### src/design/tfsc_pkg.sv
`timescale 1ns / 1ps

// Shared types, codes and reset values for the tape feeder step controller.
package tfsc_pkg;

    // Field widths of the configuration registers.
    localparam int DebW     = 10;
    localparam int DivW     = 8;
    localparam int HoldW    = 12;
    localparam int EdgeW    = 8;
    localparam int PauseW   = 16;
    localparam int CfgIdxW  = 3;
    localparam int CfgDataW = 16;

    // Configuration register indexes.
    localparam logic [CfgIdxW-1:0] CFG_SENSOR_DEB  = 3'd0;
    localparam logic [CfgIdxW-1:0] CFG_COMMAND_DEB = 3'd1;
    localparam logic [CfgIdxW-1:0] CFG_BUTTON_DIV  = 3'd2;
    localparam logic [CfgIdxW-1:0] CFG_BUTTON_DEB  = 3'd3;
    localparam logic [CfgIdxW-1:0] CFG_LONG_PRESS  = 3'd4;
    localparam logic [CfgIdxW-1:0] CFG_FEED_EDGES  = 3'd5;
    localparam logic [CfgIdxW-1:0] CFG_PAUSE       = 3'd6;

    // Configuration reset values.
    localparam logic [DebW-1:0]   RST_SENSOR_DEB  = 10'd10;
    localparam logic [DebW-1:0]   RST_COMMAND_DEB = 10'd40;
    localparam logic [DivW-1:0]   RST_BUTTON_DIV  = 8'd10;
    localparam logic [DebW-1:0]   RST_BUTTON_DEB  = 10'd50;
    localparam logic [HoldW-1:0]  RST_LONG_PRESS  = 12'd800;
    localparam logic [EdgeW-1:0]  RST_FEED_EDGES  = 8'd5;
    localparam logic [PauseW-1:0] RST_PAUSE       = 16'd1000;

    // Sequencer phase, as shown on the phase output.
    typedef enum logic [1:0] {
        PH_HOMING = 2'd0,
        PH_IDLE   = 2'd1,
        PH_FEED   = 2'd2,
        PH_BACK   = 2'd3
    } t_phase;

    // Reel motor drive codes.
    localparam logic [1:0] REEL_STOP = 2'd0;
    localparam logic [1:0] REEL_FWD  = 2'd1;
    localparam logic [1:0] REEL_BACK = 2'd2;

    // Outcome of one debounce sample.
    typedef struct packed {
        logic            level;
        logic [DebW-1:0] count;
        logic            toggle;
    } t_deb;

    // One debounce sample: a mismatch counts up; at the limit the level toggles
    // and the count holds at the limit; a match clears the count.
    function automatic t_deb debounce(
        input logic            pin,
        input logic            level,
        input logic [DebW-1:0] count,
        input logic [DebW-1:0] limit
    );
        t_deb          res;
        logic [DebW:0] sum;
        res.level  = level;
        res.count  = count;
        res.toggle = 1'b0;
        sum        = {1'b0, count} + {{DebW{1'b0}}, 1'b1};
        if (pin == level) begin
            res.count = '0;
        end else if (sum >= {1'b0, limit}) begin
            res.count  = limit;
            res.level  = ~level;
            res.toggle = 1'b1;
        end else begin
            res.count = sum[DebW-1:0];
        end
        return res;
    endfunction

endpackage

### src/design/tape_feeder_step_controller.sv
`timescale 1ns / 1ps

// Channel   | Handshake                 | Payload
// ----------+---------------------------+----------------------------------------------
// tick in   | i_valid / o_stall         | i_sensor_pin, i_button_pin, i_command_pin
// result    | o_valid / i_stall         | o_reel_drive, o_tape_drive, o_led_on,
//           |                           | o_phase, o_pausing
// config    | i_cfg_we                  | i_cfg_idx, i_cfg_data
//
// Each tick is processed in the cycle it is accepted: the debouncers, the button
// divider and the sequencer update together, and the result is registered.
// One tick per cycle is sustained while the skid buffer is empty; the result register plus a one-entry skid
// buffer keep the input open while one result waits on a stalled output.
// o_stall rises only when the skid buffer holds a result.
// Reset is synchronous and active low and restores all state and registers but the result and skid data.
module tape_feeder_step_controller (
    input  logic                             i_clk,
    input  logic                             i_rst_n,
    // Tick input channel.
    input  logic                             i_valid,
    output logic                             o_stall,
    input  logic                             i_sensor_pin,
    input  logic                             i_button_pin,
    input  logic                             i_command_pin,
    // Result channel.
    output logic                             o_valid,
    input  logic                             i_stall,
    output logic [1:0]                       o_reel_drive,
    output logic                             o_tape_drive,
    output logic                             o_led_on,
    output logic [1:0]                       o_phase,
    output logic                             o_pausing,
    // Configuration write port.
    input  logic                             i_cfg_we,
    input  logic [tfsc_pkg::CfgIdxW-1:0]     i_cfg_idx,
    input  logic [tfsc_pkg::CfgDataW-1:0]    i_cfg_data
);

    typedef struct packed {
        logic [1:0] reel;
        logic       tape;
        logic       led;
        logic [1:0] phase;
        logic       pausing;
    } t_result;

    // Configuration registers.
    logic [tfsc_pkg::DebW-1:0]   r_cfg_sensor_deb;
    logic [tfsc_pkg::DebW-1:0]   r_cfg_command_deb;
    logic [tfsc_pkg::DivW-1:0]   r_cfg_button_div;
    logic [tfsc_pkg::DebW-1:0]   r_cfg_button_deb;
    logic [tfsc_pkg::HoldW-1:0]  r_cfg_long_press;
    logic [tfsc_pkg::EdgeW-1:0]  r_cfg_feed_edges;
    logic [tfsc_pkg::PauseW-1:0] r_cfg_pause;

    // Controller state and its next values.
    tfsc_pkg::t_phase            r_phase, n_phase;
    logic [tfsc_pkg::PauseW-1:0] r_pause_left, n_pause_left;
    logic                        r_sensor_level, n_sensor_level;
    logic                        r_button_level, n_button_level;
    logic                        r_command_level, n_command_level;
    logic [tfsc_pkg::DebW-1:0]   r_sensor_count, n_sensor_count;
    logic [tfsc_pkg::DebW-1:0]   r_command_count, n_command_count;
    logic [tfsc_pkg::DebW-1:0]   r_button_count, n_button_count;
    logic [tfsc_pkg::HoldW-1:0]  r_hold_count, n_hold_count;
    logic [tfsc_pkg::DivW-1:0]   r_div_count, n_div_count;
    logic                        r_long_held, n_long_held;
    logic                        r_short_event, n_short_event;
    logic                        r_long_event, n_long_event;
    logic                        r_command_event, n_command_event;
    logic [tfsc_pkg::EdgeW-1:0]  r_edges_left, n_edges_left;
    logic [1:0]                  r_falls_left, n_falls_left;
    logic [1:0]                  r_reel, n_reel;
    logic                        r_tape, n_tape;
    logic                        r_led, n_led;

    // Output register and skid buffer.
    t_result r_out, r_skid, n_result;
    logic    r_out_valid, r_skid_valid;

    logic in_fire, out_take;

    assign o_stall  = r_skid_valid;
    assign in_fire  = i_valid && !r_skid_valid;
    assign out_take = r_out_valid && !i_stall;

    // Next state for one tick.
    always_comb begin
        logic                      idle;
        logic                      do_finish;
        logic                      do_end;
        logic [tfsc_pkg::DivW:0]   div_sum;
        logic [tfsc_pkg::HoldW:0]  hold_sum;
        tfsc_pkg::t_deb            deb_b;
        tfsc_pkg::t_deb            deb_s;
        tfsc_pkg::t_deb            deb_c;

        n_phase         = r_phase;
        n_pause_left    = r_pause_left;
        n_sensor_level  = r_sensor_level;
        n_button_level  = r_button_level;
        n_command_level = r_command_level;
        n_sensor_count  = r_sensor_count;
        n_command_count = r_command_count;
        n_button_count  = r_button_count;
        n_hold_count    = r_hold_count;
        n_div_count     = r_div_count;
        n_long_held     = r_long_held;
        n_short_event   = r_short_event;
        n_long_event    = r_long_event;
        n_command_event = r_command_event;
        n_edges_left    = r_edges_left;
        n_falls_left    = r_falls_left;
        n_reel          = r_reel;
        n_tape          = r_tape;
        n_led           = r_led;
        do_finish       = 1'b0;
        do_end          = 1'b0;
        idle            = (r_phase == tfsc_pkg::PH_IDLE);

        // Button divider, with the button sampled only while idle.
        div_sum  = {1'b0, r_div_count} + {{tfsc_pkg::DivW{1'b0}}, 1'b1};
        deb_b    = tfsc_pkg::debounce(i_button_pin, r_button_level, r_button_count,
                                      r_cfg_button_deb);
        hold_sum = {1'b0, r_hold_count} + {{tfsc_pkg::HoldW{1'b0}}, 1'b1};
        if (div_sum >= {1'b0, r_cfg_button_div}) begin
            n_div_count = '0;
            if (idle) begin
                n_button_level = deb_b.level;
                n_button_count = deb_b.count;
                // A release ends either a short or a long press.
                if (deb_b.toggle && deb_b.level) begin
                    if (r_long_held) begin
                        n_long_held  = 1'b0;
                        n_long_event = 1'b1;
                    end else begin
                        n_short_event = 1'b1;
                    end
                end
                // Hold time of the raw button, saturating at the long-press limit.
                if (!i_button_pin) begin
                    if (hold_sum >= {1'b0, r_cfg_long_press}) begin
                        n_hold_count = r_cfg_long_press;
                        n_long_held  = 1'b1;
                    end else begin
                        n_hold_count = hold_sum[tfsc_pkg::HoldW-1:0];
                    end
                end else begin
                    n_hold_count = '0;
                end
            end
        end else begin
            n_div_count = div_sum[tfsc_pkg::DivW-1:0];
        end

        // Sensor debounce; every accepted edge counts down the feed edges, every accepted fall the backward falls.
        deb_s          = tfsc_pkg::debounce(i_sensor_pin, r_sensor_level, r_sensor_count,
                                            r_cfg_sensor_deb);
        n_sensor_level = deb_s.level;
        n_sensor_count = deb_s.count;
        if (deb_s.toggle) begin
            if (r_edges_left != '0) begin
                n_edges_left = r_edges_left - {{(tfsc_pkg::EdgeW-1){1'b0}}, 1'b1};
            end
            if (!deb_s.level && r_falls_left != 2'd0) begin
                n_falls_left = r_falls_left - 2'd1;
            end
        end

        // Command debounce while idle; an asserting edge requests a feed.
        deb_c = tfsc_pkg::debounce(i_command_pin, r_command_level, r_command_count,
                                   r_cfg_command_deb);
        if (idle) begin
            n_command_level = deb_c.level;
            n_command_count = deb_c.count;
            if (deb_c.toggle && !deb_c.level) begin
                n_command_event = 1'b1;
            end
        end

        // Sequencer.
        if (r_pause_left != '0) begin
            n_pause_left = r_pause_left - {{(tfsc_pkg::PauseW-1){1'b0}}, 1'b1};
            do_end       = (n_pause_left == '0);
        end else begin
            case (r_phase)
                tfsc_pkg::PH_HOMING: begin
                    do_finish = !n_sensor_level;
                end
                tfsc_pkg::PH_IDLE: begin
                    if (n_short_event || n_long_event || n_command_event) begin
                        n_led  = 1'b0;
                        n_tape = 1'b0;
                        if (n_short_event || n_command_event) begin
                            n_edges_left = r_cfg_feed_edges;
                        end
                        if (n_long_event) begin
                            n_falls_left = 2'd1;
                        end
                        // Command wins over a long press, a long press over a short one.
                        if (n_command_event || !n_long_event) begin
                            n_reel  = tfsc_pkg::REEL_FWD;
                            n_phase = tfsc_pkg::PH_FEED;
                        end else begin
                            n_reel  = tfsc_pkg::REEL_BACK;
                            n_phase = tfsc_pkg::PH_BACK;
                        end
                        n_short_event   = 1'b0;
                        n_long_event    = 1'b0;
                        n_command_event = 1'b0;
                    end
                end
                tfsc_pkg::PH_FEED: begin
                    do_finish = (n_edges_left == '0);
                end
                tfsc_pkg::PH_BACK: begin
                    do_finish = (n_falls_left == 2'd0);
                end
                default: begin
                    do_finish = 1'b0;
                end
            endcase
        end

        // A finished move stops the reel and starts the pause.
        if (do_finish) begin
            n_reel = tfsc_pkg::REEL_STOP;
            if (r_phase == tfsc_pkg::PH_FEED) begin
                n_led = 1'b1;
            end
            if (r_cfg_pause == '0) begin
                do_end = 1'b1;
            end else begin
                n_pause_left = r_cfg_pause;
            end
        end

        // End of the pause: a feed goes back to homing, anything else to idle.
        if (do_end) begin
            if (r_phase == tfsc_pkg::PH_FEED) begin
                n_reel  = tfsc_pkg::REEL_BACK;
                n_phase = tfsc_pkg::PH_HOMING;
            end else begin
                if (r_phase == tfsc_pkg::PH_BACK) begin
                    n_led = 1'b1;
                end
                n_tape  = 1'b1;
                n_phase = tfsc_pkg::PH_IDLE;
            end
        end

        n_result.reel    = n_reel;
        n_result.tape    = n_tape;
        n_result.led     = n_led;
        n_result.phase   = n_phase;
        n_result.pausing = (n_pause_left != '0);
    end

    // Configuration writes.
    always_ff @(posedge i_clk) begin
        if (!i_rst_n) begin
            r_cfg_sensor_deb  <= tfsc_pkg::RST_SENSOR_DEB;
            r_cfg_command_deb <= tfsc_pkg::RST_COMMAND_DEB;
            r_cfg_button_div  <= tfsc_pkg::RST_BUTTON_DIV;
            r_cfg_button_deb  <= tfsc_pkg::RST_BUTTON_DEB;
            r_cfg_long_press  <= tfsc_pkg::RST_LONG_PRESS;
            r_cfg_feed_edges  <= tfsc_pkg::RST_FEED_EDGES;
            r_cfg_pause       <= tfsc_pkg::RST_PAUSE;
        end else if (i_cfg_we) begin
            case (i_cfg_idx)
                tfsc_pkg::CFG_SENSOR_DEB:  r_cfg_sensor_deb  <= i_cfg_data[tfsc_pkg::DebW-1:0];
                tfsc_pkg::CFG_COMMAND_DEB: r_cfg_command_deb <= i_cfg_data[tfsc_pkg::DebW-1:0];
                tfsc_pkg::CFG_BUTTON_DIV:  r_cfg_button_div  <= i_cfg_data[tfsc_pkg::DivW-1:0];
                tfsc_pkg::CFG_BUTTON_DEB:  r_cfg_button_deb  <= i_cfg_data[tfsc_pkg::DebW-1:0];
                tfsc_pkg::CFG_LONG_PRESS:  r_cfg_long_press  <= i_cfg_data[tfsc_pkg::HoldW-1:0];
                tfsc_pkg::CFG_FEED_EDGES:  r_cfg_feed_edges  <= i_cfg_data[tfsc_pkg::EdgeW-1:0];
                tfsc_pkg::CFG_PAUSE:       r_cfg_pause       <= i_cfg_data[tfsc_pkg::PauseW-1:0];
                default: begin
                end
            endcase
        end
    end

    // Controller state advances once per accepted tick.
    always_ff @(posedge i_clk) begin
        if (!i_rst_n) begin
            r_phase         <= tfsc_pkg::PH_HOMING;
            r_pause_left    <= '0;
            r_sensor_level  <= 1'b0;
            r_button_level  <= 1'b1;
            r_command_level <= 1'b0;
            r_sensor_count  <= '0;
            r_command_count <= '0;
            r_button_count  <= '0;
            r_hold_count    <= '0;
            r_div_count     <= '0;
            r_long_held     <= 1'b0;
            r_short_event   <= 1'b0;
            r_long_event    <= 1'b0;
            r_command_event <= 1'b0;
            r_edges_left    <= '0;
            r_falls_left    <= 2'd0;
            r_reel          <= tfsc_pkg::REEL_BACK;
            r_tape          <= 1'b0;
            r_led           <= 1'b1;
        end else if (in_fire) begin
            r_phase         <= n_phase;
            r_pause_left    <= n_pause_left;
            r_sensor_level  <= n_sensor_level;
            r_button_level  <= n_button_level;
            r_command_level <= n_command_level;
            r_sensor_count  <= n_sensor_count;
            r_command_count <= n_command_count;
            r_button_count  <= n_button_count;
            r_hold_count    <= n_hold_count;
            r_div_count     <= n_div_count;
            r_long_held     <= n_long_held;
            r_short_event   <= n_short_event;
            r_long_event    <= n_long_event;
            r_command_event <= n_command_event;
            r_edges_left    <= n_edges_left;
            r_falls_left    <= n_falls_left;
            r_reel          <= n_reel;
            r_tape          <= n_tape;
            r_led           <= n_led;
        end
    end

    // Result register with a one-entry skid buffer behind it.
    always_ff @(posedge i_clk) begin
        if (!i_rst_n) begin
            r_out_valid  <= 1'b0;
            r_skid_valid <= 1'b0;
        end else if (out_take || !r_out_valid) begin
            r_out_valid  <= r_skid_valid || in_fire;
            r_skid_valid <= 1'b0;
        end else if (in_fire) begin
            r_skid_valid <= 1'b1;
        end
    end

    always_ff @(posedge i_clk) begin
        if (out_take || !r_out_valid) begin
            r_out <= r_skid_valid ? r_skid : n_result;
        end
        if (in_fire && r_out_valid && !out_take) begin
            r_skid <= n_result;
        end
    end

    assign o_valid      = r_out_valid;
    assign o_reel_drive = r_out.reel;
    assign o_tape_drive = r_out.tape;
    assign o_led_on     = r_out.led;
    assign o_phase      = r_out.phase;
    assign o_pausing    = r_out.pausing;

`ifndef SYNTHESIS
    // The skid buffer only fills behind a held result.
    a_skid_behind_out: assert property (@(posedge i_clk) disable iff (!i_rst_n)
        r_skid_valid |-> r_out_valid)
        else $error("skid buffer holds a transaction while the output is empty");

    // A tick accepted behind a stalled result lands in the skid buffer.
    a_skid_fill: assert property (@(posedge i_clk) disable iff (!i_rst_n)
        (in_fire && r_out_valid && i_stall) |=> r_skid_valid)
        else $error("transaction accepted behind a stalled result was lost");

    // A pause never runs while idle.
    a_no_idle_pause: assert property (@(posedge i_clk) disable iff (!i_rst_n)
        (r_pause_left != '0) |-> (r_phase != tfsc_pkg::PH_IDLE))
        else $error("pause running in idle");

    // The reel only runs forward during a feed.
    a_reel_fwd_feed: assert property (@(posedge i_clk) disable iff (!i_rst_n)
        (r_reel == tfsc_pkg::REEL_FWD) |-> (r_phase == tfsc_pkg::PH_FEED))
        else $error("reel forward outside a feed");

    // Press and command events are consumed on the tick that raises them.
    a_events_consumed: assert property (@(posedge i_clk) disable iff (!i_rst_n)
        !(r_short_event || r_long_event || r_command_event))
        else $error("event left pending after a tick");
`endif

endmodule

### config.mk
export PLATFORM = sky130hd
export DESIGN_NAME = tape_feeder_step_controller
export DESIGN_NICKNAME = d
export VERILOG_FILES = /design/src/design/tfsc_pkg.sv /design/src/design/tape_feeder_step_controller.sv
export SDC_FILE = /design/constraint.sdc
export NUM_CORES = 1
export LEC_CHECK = 0
export BUFFER_PORTS_ARGS = -buffer_cell sky130_fd_sc_hd__buf_2
export CORE_MARGIN = 1
export CORE_UTILIZATION = 36
export CTS_CLUSTER_SIZE = 25
export DETAILED_ROUTE_END_ITERATION = 8
export GPL_TIMING_DRIVEN = 0
export PLACE_DENSITY_LB_ADDON = 0.12
export SYNTH_ARGS = -nofsm -noshare
export SYNTH_HDL_FRONTEND = slang
export SYNTH_SLANG_ARGS = --single-unit
### constraint.sdc
create_clock -name i_clk -period 5.8 [get_ports i_clk]
set_clock_uncertainty 0.1 [all_clocks]
set_input_delay 0.87 -clock i_clk [delete_from_list [all_inputs] [get_ports i_clk]]
set_output_delay 0.87 -clock i_clk [all_outputs]
set_load 0.03 [all_outputs]
==> reports/metrics.json <==
{
  "status": "finished, final reports clean",
  "clk_pin_slew_ps": 70,
  "floorplan.rows": 61,
  "p_switching_mw": 0.9312,
  "total_internal_power_mw": 2.110,
  "route.detailed.vias_per_inst": 5.425,
  "power.density_nw_per_um2": 262.0,
  "syn-instance-count": 1346,
  "total_drc_errors_in_the_routed_layout": 0,
  "grt_pass1_vias": 9263,
  "holdCritPathClass": "reg -> reg",
  "finalNetCount": 1486,
  "syn2layout_area_growth_pct": 11.83,
  "post_cts_hold_buffer_count": 0,
  "layout.cells.most_common": "nand2_1",
  "post_cts.repair.setup_buffers": 0,
  "antenna_found_initial": 2,
  "first_pass_grt_wire_length_um": 52080,
  "ir_drop_v": 0.0001924,
  "finished_cell_area_um2": 11610,
  "totalPowerFinal_mw": 3.041,
  "placedInstanceArea_um2": 11020,
  "detail_route.iter0.violations": 566,
  "achievable-frequency_mhz": 205.4,
  "clock_latency_ps": 440,
  "worst_setup_path_start_kind": "flip-flop",
  "power_switching_share_pct": 30.62,
  "die_w_um": 171.8,
  "io_pins": 36,
  "power.clock.fraction_pct": 38.9,
  "route.vias.total": 9716,
  "min_delay_path_depth": 2,
  "hpwlAfterDp_um": 23860,
  "cts_tree": "built",
  "gp_congestion": 0.8980,
  "timing.critical_path.to_type": "flip-flop",
  "final_min_period_over_clock_period_pct": 83.96,
  "maxSlewHeadroom_pct": 28.27,
  "postRouteAntennaNets": 0,
  "final-setup-viol-count": 0,
  "max_stage_delay_ps": 600,
  "number_of_buffers_added_by_the_clock_tree_synthesis_step": 17,
  "finalWorstPathRequiredPeriod_ps": 4870,
  "pwr-share-seq_pct": 43.9,
  "most_used_cell_cp": "ha_1",
  "drtPass1Iterations": 6,
  "grt_setup_unrepaired": "no",
  "final-max-slew-violation-count": 0,
  "cts_repair_resize_count": 0,
  "core_um2": 28090,
  "maxCapViolations": 0,
  "synth.distinct_cells": 76,
  "yosysWarnings": 0,
  "highest_delay_cell_along_the_critical_path": "a211oi_1",
  "setup_tns_ps": 0,
  "worst-endpoint-required_ps": 5880,
  "timing.critical_path.arrival_ps": 4950,
  "yosys_register_bits": 179,
  "max-clock-path-buffers": 2,
  "p_leak_nw": 4.504,
  "grt_remaining_overflow": 0,
  "synthesis.area_um2": 10380,
  "timing.final.ws_setup_ps": 930.5,
  "path_class": "reg -> reg",
  "floorplan.initialDensity_pct": 36.96,
  "dp_worst_setup_slack_ps": 977.7,
  "critPathMaxFanout": 7,
  "place.port_buffers": 34,
  "die_height_um": 171.8,
  "sequential_to_total_area_share_from_yosys_stat_pct": 35.87,
  "grt.total_usage_pct": 23.07,
  "tightest_slew_ps": 1062,
  "synth_enable_flop_cells": 14,
  "synth.avg_cell_area_um2": 7.712,
  "finalHoldViolations": 0,
  "comb_power_share_pct": 17.2,
  "synth-async-reset-ratio_pct": 0,
  "routed_wire_length_per_instance_um": 18.21,
  "detail_route.wirelength_um": 32620,
  "drive_gt1_share_pct": 6.303,
  "clk_root_buffer_cell": "clkbuf_16",
  "most-common-layout-cells": "nand2_1, dfxtp_1, a21oi_1, nor2_1, o21ai_0",
  "floorplan.die_area_um2": 29520,
  "grt_start_max_net_pins": 17,
  "ctsHtreeMaxLevel": 4,
  "synth.net_count": 1433,
  "ff_to_ff_path_depth": 14,
  "postSynth.topFlopCell": "dfxtp_1",
  "sinks_on_clock_net": 179,
  "cp_cell_sequence": "ha_1 > nand3_2 > nor2_1 > nand2_1 > xnor2_1 > ha_1 > a21o_1 > a221o_2 > a32oi_1 > mux2i_4 > or4b_4 > a211oi_1 > a21o_2 > o31ai_1"
}
## logic make-up after synthesis
kind of cell	synth area share, %
compound gates	20.54
xor+xnor	4.376
fa+ha+maj	7.232
buf+inv	4.376
flops	35.87
mux	2.471
simple gates	25.13
## cell type report
type	instances	area (um2)
fill	3041	16480
tap	378	473.0
clock buffer	18	429.2
sequential	179	3724
clock inverter	14	152.6
antenna	1	2.502
timing repair buffer	34	170.2
multi-input combinational	1047	6202
buffer	61	232.7
inverter	59	221.5
## through the flow
step,cells,hold slack [ps],utilization [%]
after global routing,1790,375.3,41.32
after floorplan,1346,333.2,-
after global placement,1758,341.6,39.25
after CTS,1790,356.8,41.32
final,1791,354.4,41.33
after detailed placement,1758,344.9,39.25
## registers in the layout, summed over array words and instances, names as in the netlist, 2 cells and up
register and cells:
r_phase 2, o_phase 2, r_cfg_pause 16, r_div_count 8, r_reel 2, o_reel_drive 2, r_edges_left 8, r_command_count 10
r_sensor_count 10, r_hold_count 12, r_pause_left 16, r_cfg_button_deb 10, r_skid 7, r_cfg_sensor_deb 10, r_cfg_command_deb 10, r_button_count 10
r_cfg_button_div 8, r_cfg_feed_edges 8, r_falls_left 2, r_cfg_long_press 12
## final timing paths
kind / start / endpoint / slack, ps
hold reg to reg: r_cfg_sensor_deb[7]$_SDFFE_PN0P_ / r_cfg_sensor_deb[7]$_SDFFE_PN0P_ / 350
setup reg to reg: r_sensor_count[0]$_SDFFE_PN0P_ / o_phase[1]$_DFFE_PP_ / 930
setup / recovery: r_sensor_count[0]$_SDFFE_PN0P_ / o_phase[1]$_DFFE_PP_ / 930
hold / removal: r_cfg_sensor_deb[7]$_SDFFE_PN0P_ / r_cfg_sensor_deb[7]$_SDFFE_PN0P_ / 350
## Yosys cell counts (4+ instances only)
| master | count | area, um2 |
|---|---|---|
| nand2_1 | 241 | 904.6 |
| dfxtp_1 | 165 | 3303 |
| a21oi_1 | 140 | 700.7 |
| nor2_1 | 120 | 450.4 |
| o21ai_0 | 76 | 380.4 |
| nand3_1 | 61 | 305.3 |
| ha_1 | 60 | 750.7 |
| inv_1 | 59 | 221.5 |
| clkbuf_1 | 55 | 206.5 |
| nor3_1 | 25 | 125.1 |
| xnor2_1 | 25 | 219.0 |
| xor2_1 | 25 | 219.0 |
| and3_1 | 22 | 137.6 |
| mux2i_1 | 20 | 200.2 |
| nand4_1 | 16 | 100.1 |
| and2_1 | 15 | 93.84 |
| o211ai_1 | 15 | 112.6 |
| edfxtp_1 | 14 | 420.4 |
| nand2b_1 | 14 | 87.58 |
| o31ai_1 | 14 | 105.1 |
| a211oi_1 | 11 | 82.58 |
| a31oi_1 | 10 | 62.56 |
| a21o_1 | 9 | 67.56 |
| nand3b_1 | 9 | 67.56 |
| nor3b_1 | 9 | 67.56 |
| and4_1 | 8 | 70.07 |
| nor4_1 | 7 | 43.79 |
| nor2b_1 | 6 | 37.54 |
| o2bb2ai_1 | 6 | 52.55 |
| a2111oi_0 | 5 | 43.79 |
| or2_2 | 5 | 31.28 |
| a22o_1 | 4 | 35.03 |
| a22oi_1 | 4 | 30.03 |
| o21a_1 | 4 | 30.03 |
## power groups by stage
stage          sequential (mW)  combinational, mW  clock (mW)
2_1_floorplan             1.36              0.349           0
3_3_place_gp              1.36              0.516           0
3_5_place_dp              1.36              0.518           0
4_1_cts                   1.33              0.520        1.20
5_1_grt                   1.34              0.583        1.26
6_report                  1.34              0.523        1.18
## critical path: cells and delay by family, from the launching register on
kind                     cells  cell delay (ps)
AND/OR/NAND/NOR              4             1020
adder cells (fa/ha/maj)      2              560
multiplexers                 1              390
flip-flops                   1              440
AO/OA/AOI/OAI                6             1870
XOR/XNOR                     1              200
## layer usage
metal	up-vias	global-route usage, %	routed length, um
met4	0	4.309	389
met1	4604	30.99	15660
met2	202	39.20	15380
met3	36	3.359	1191
li1	4874	-	-
met5	-	0	0
Power figures use the tool's default switching activity.
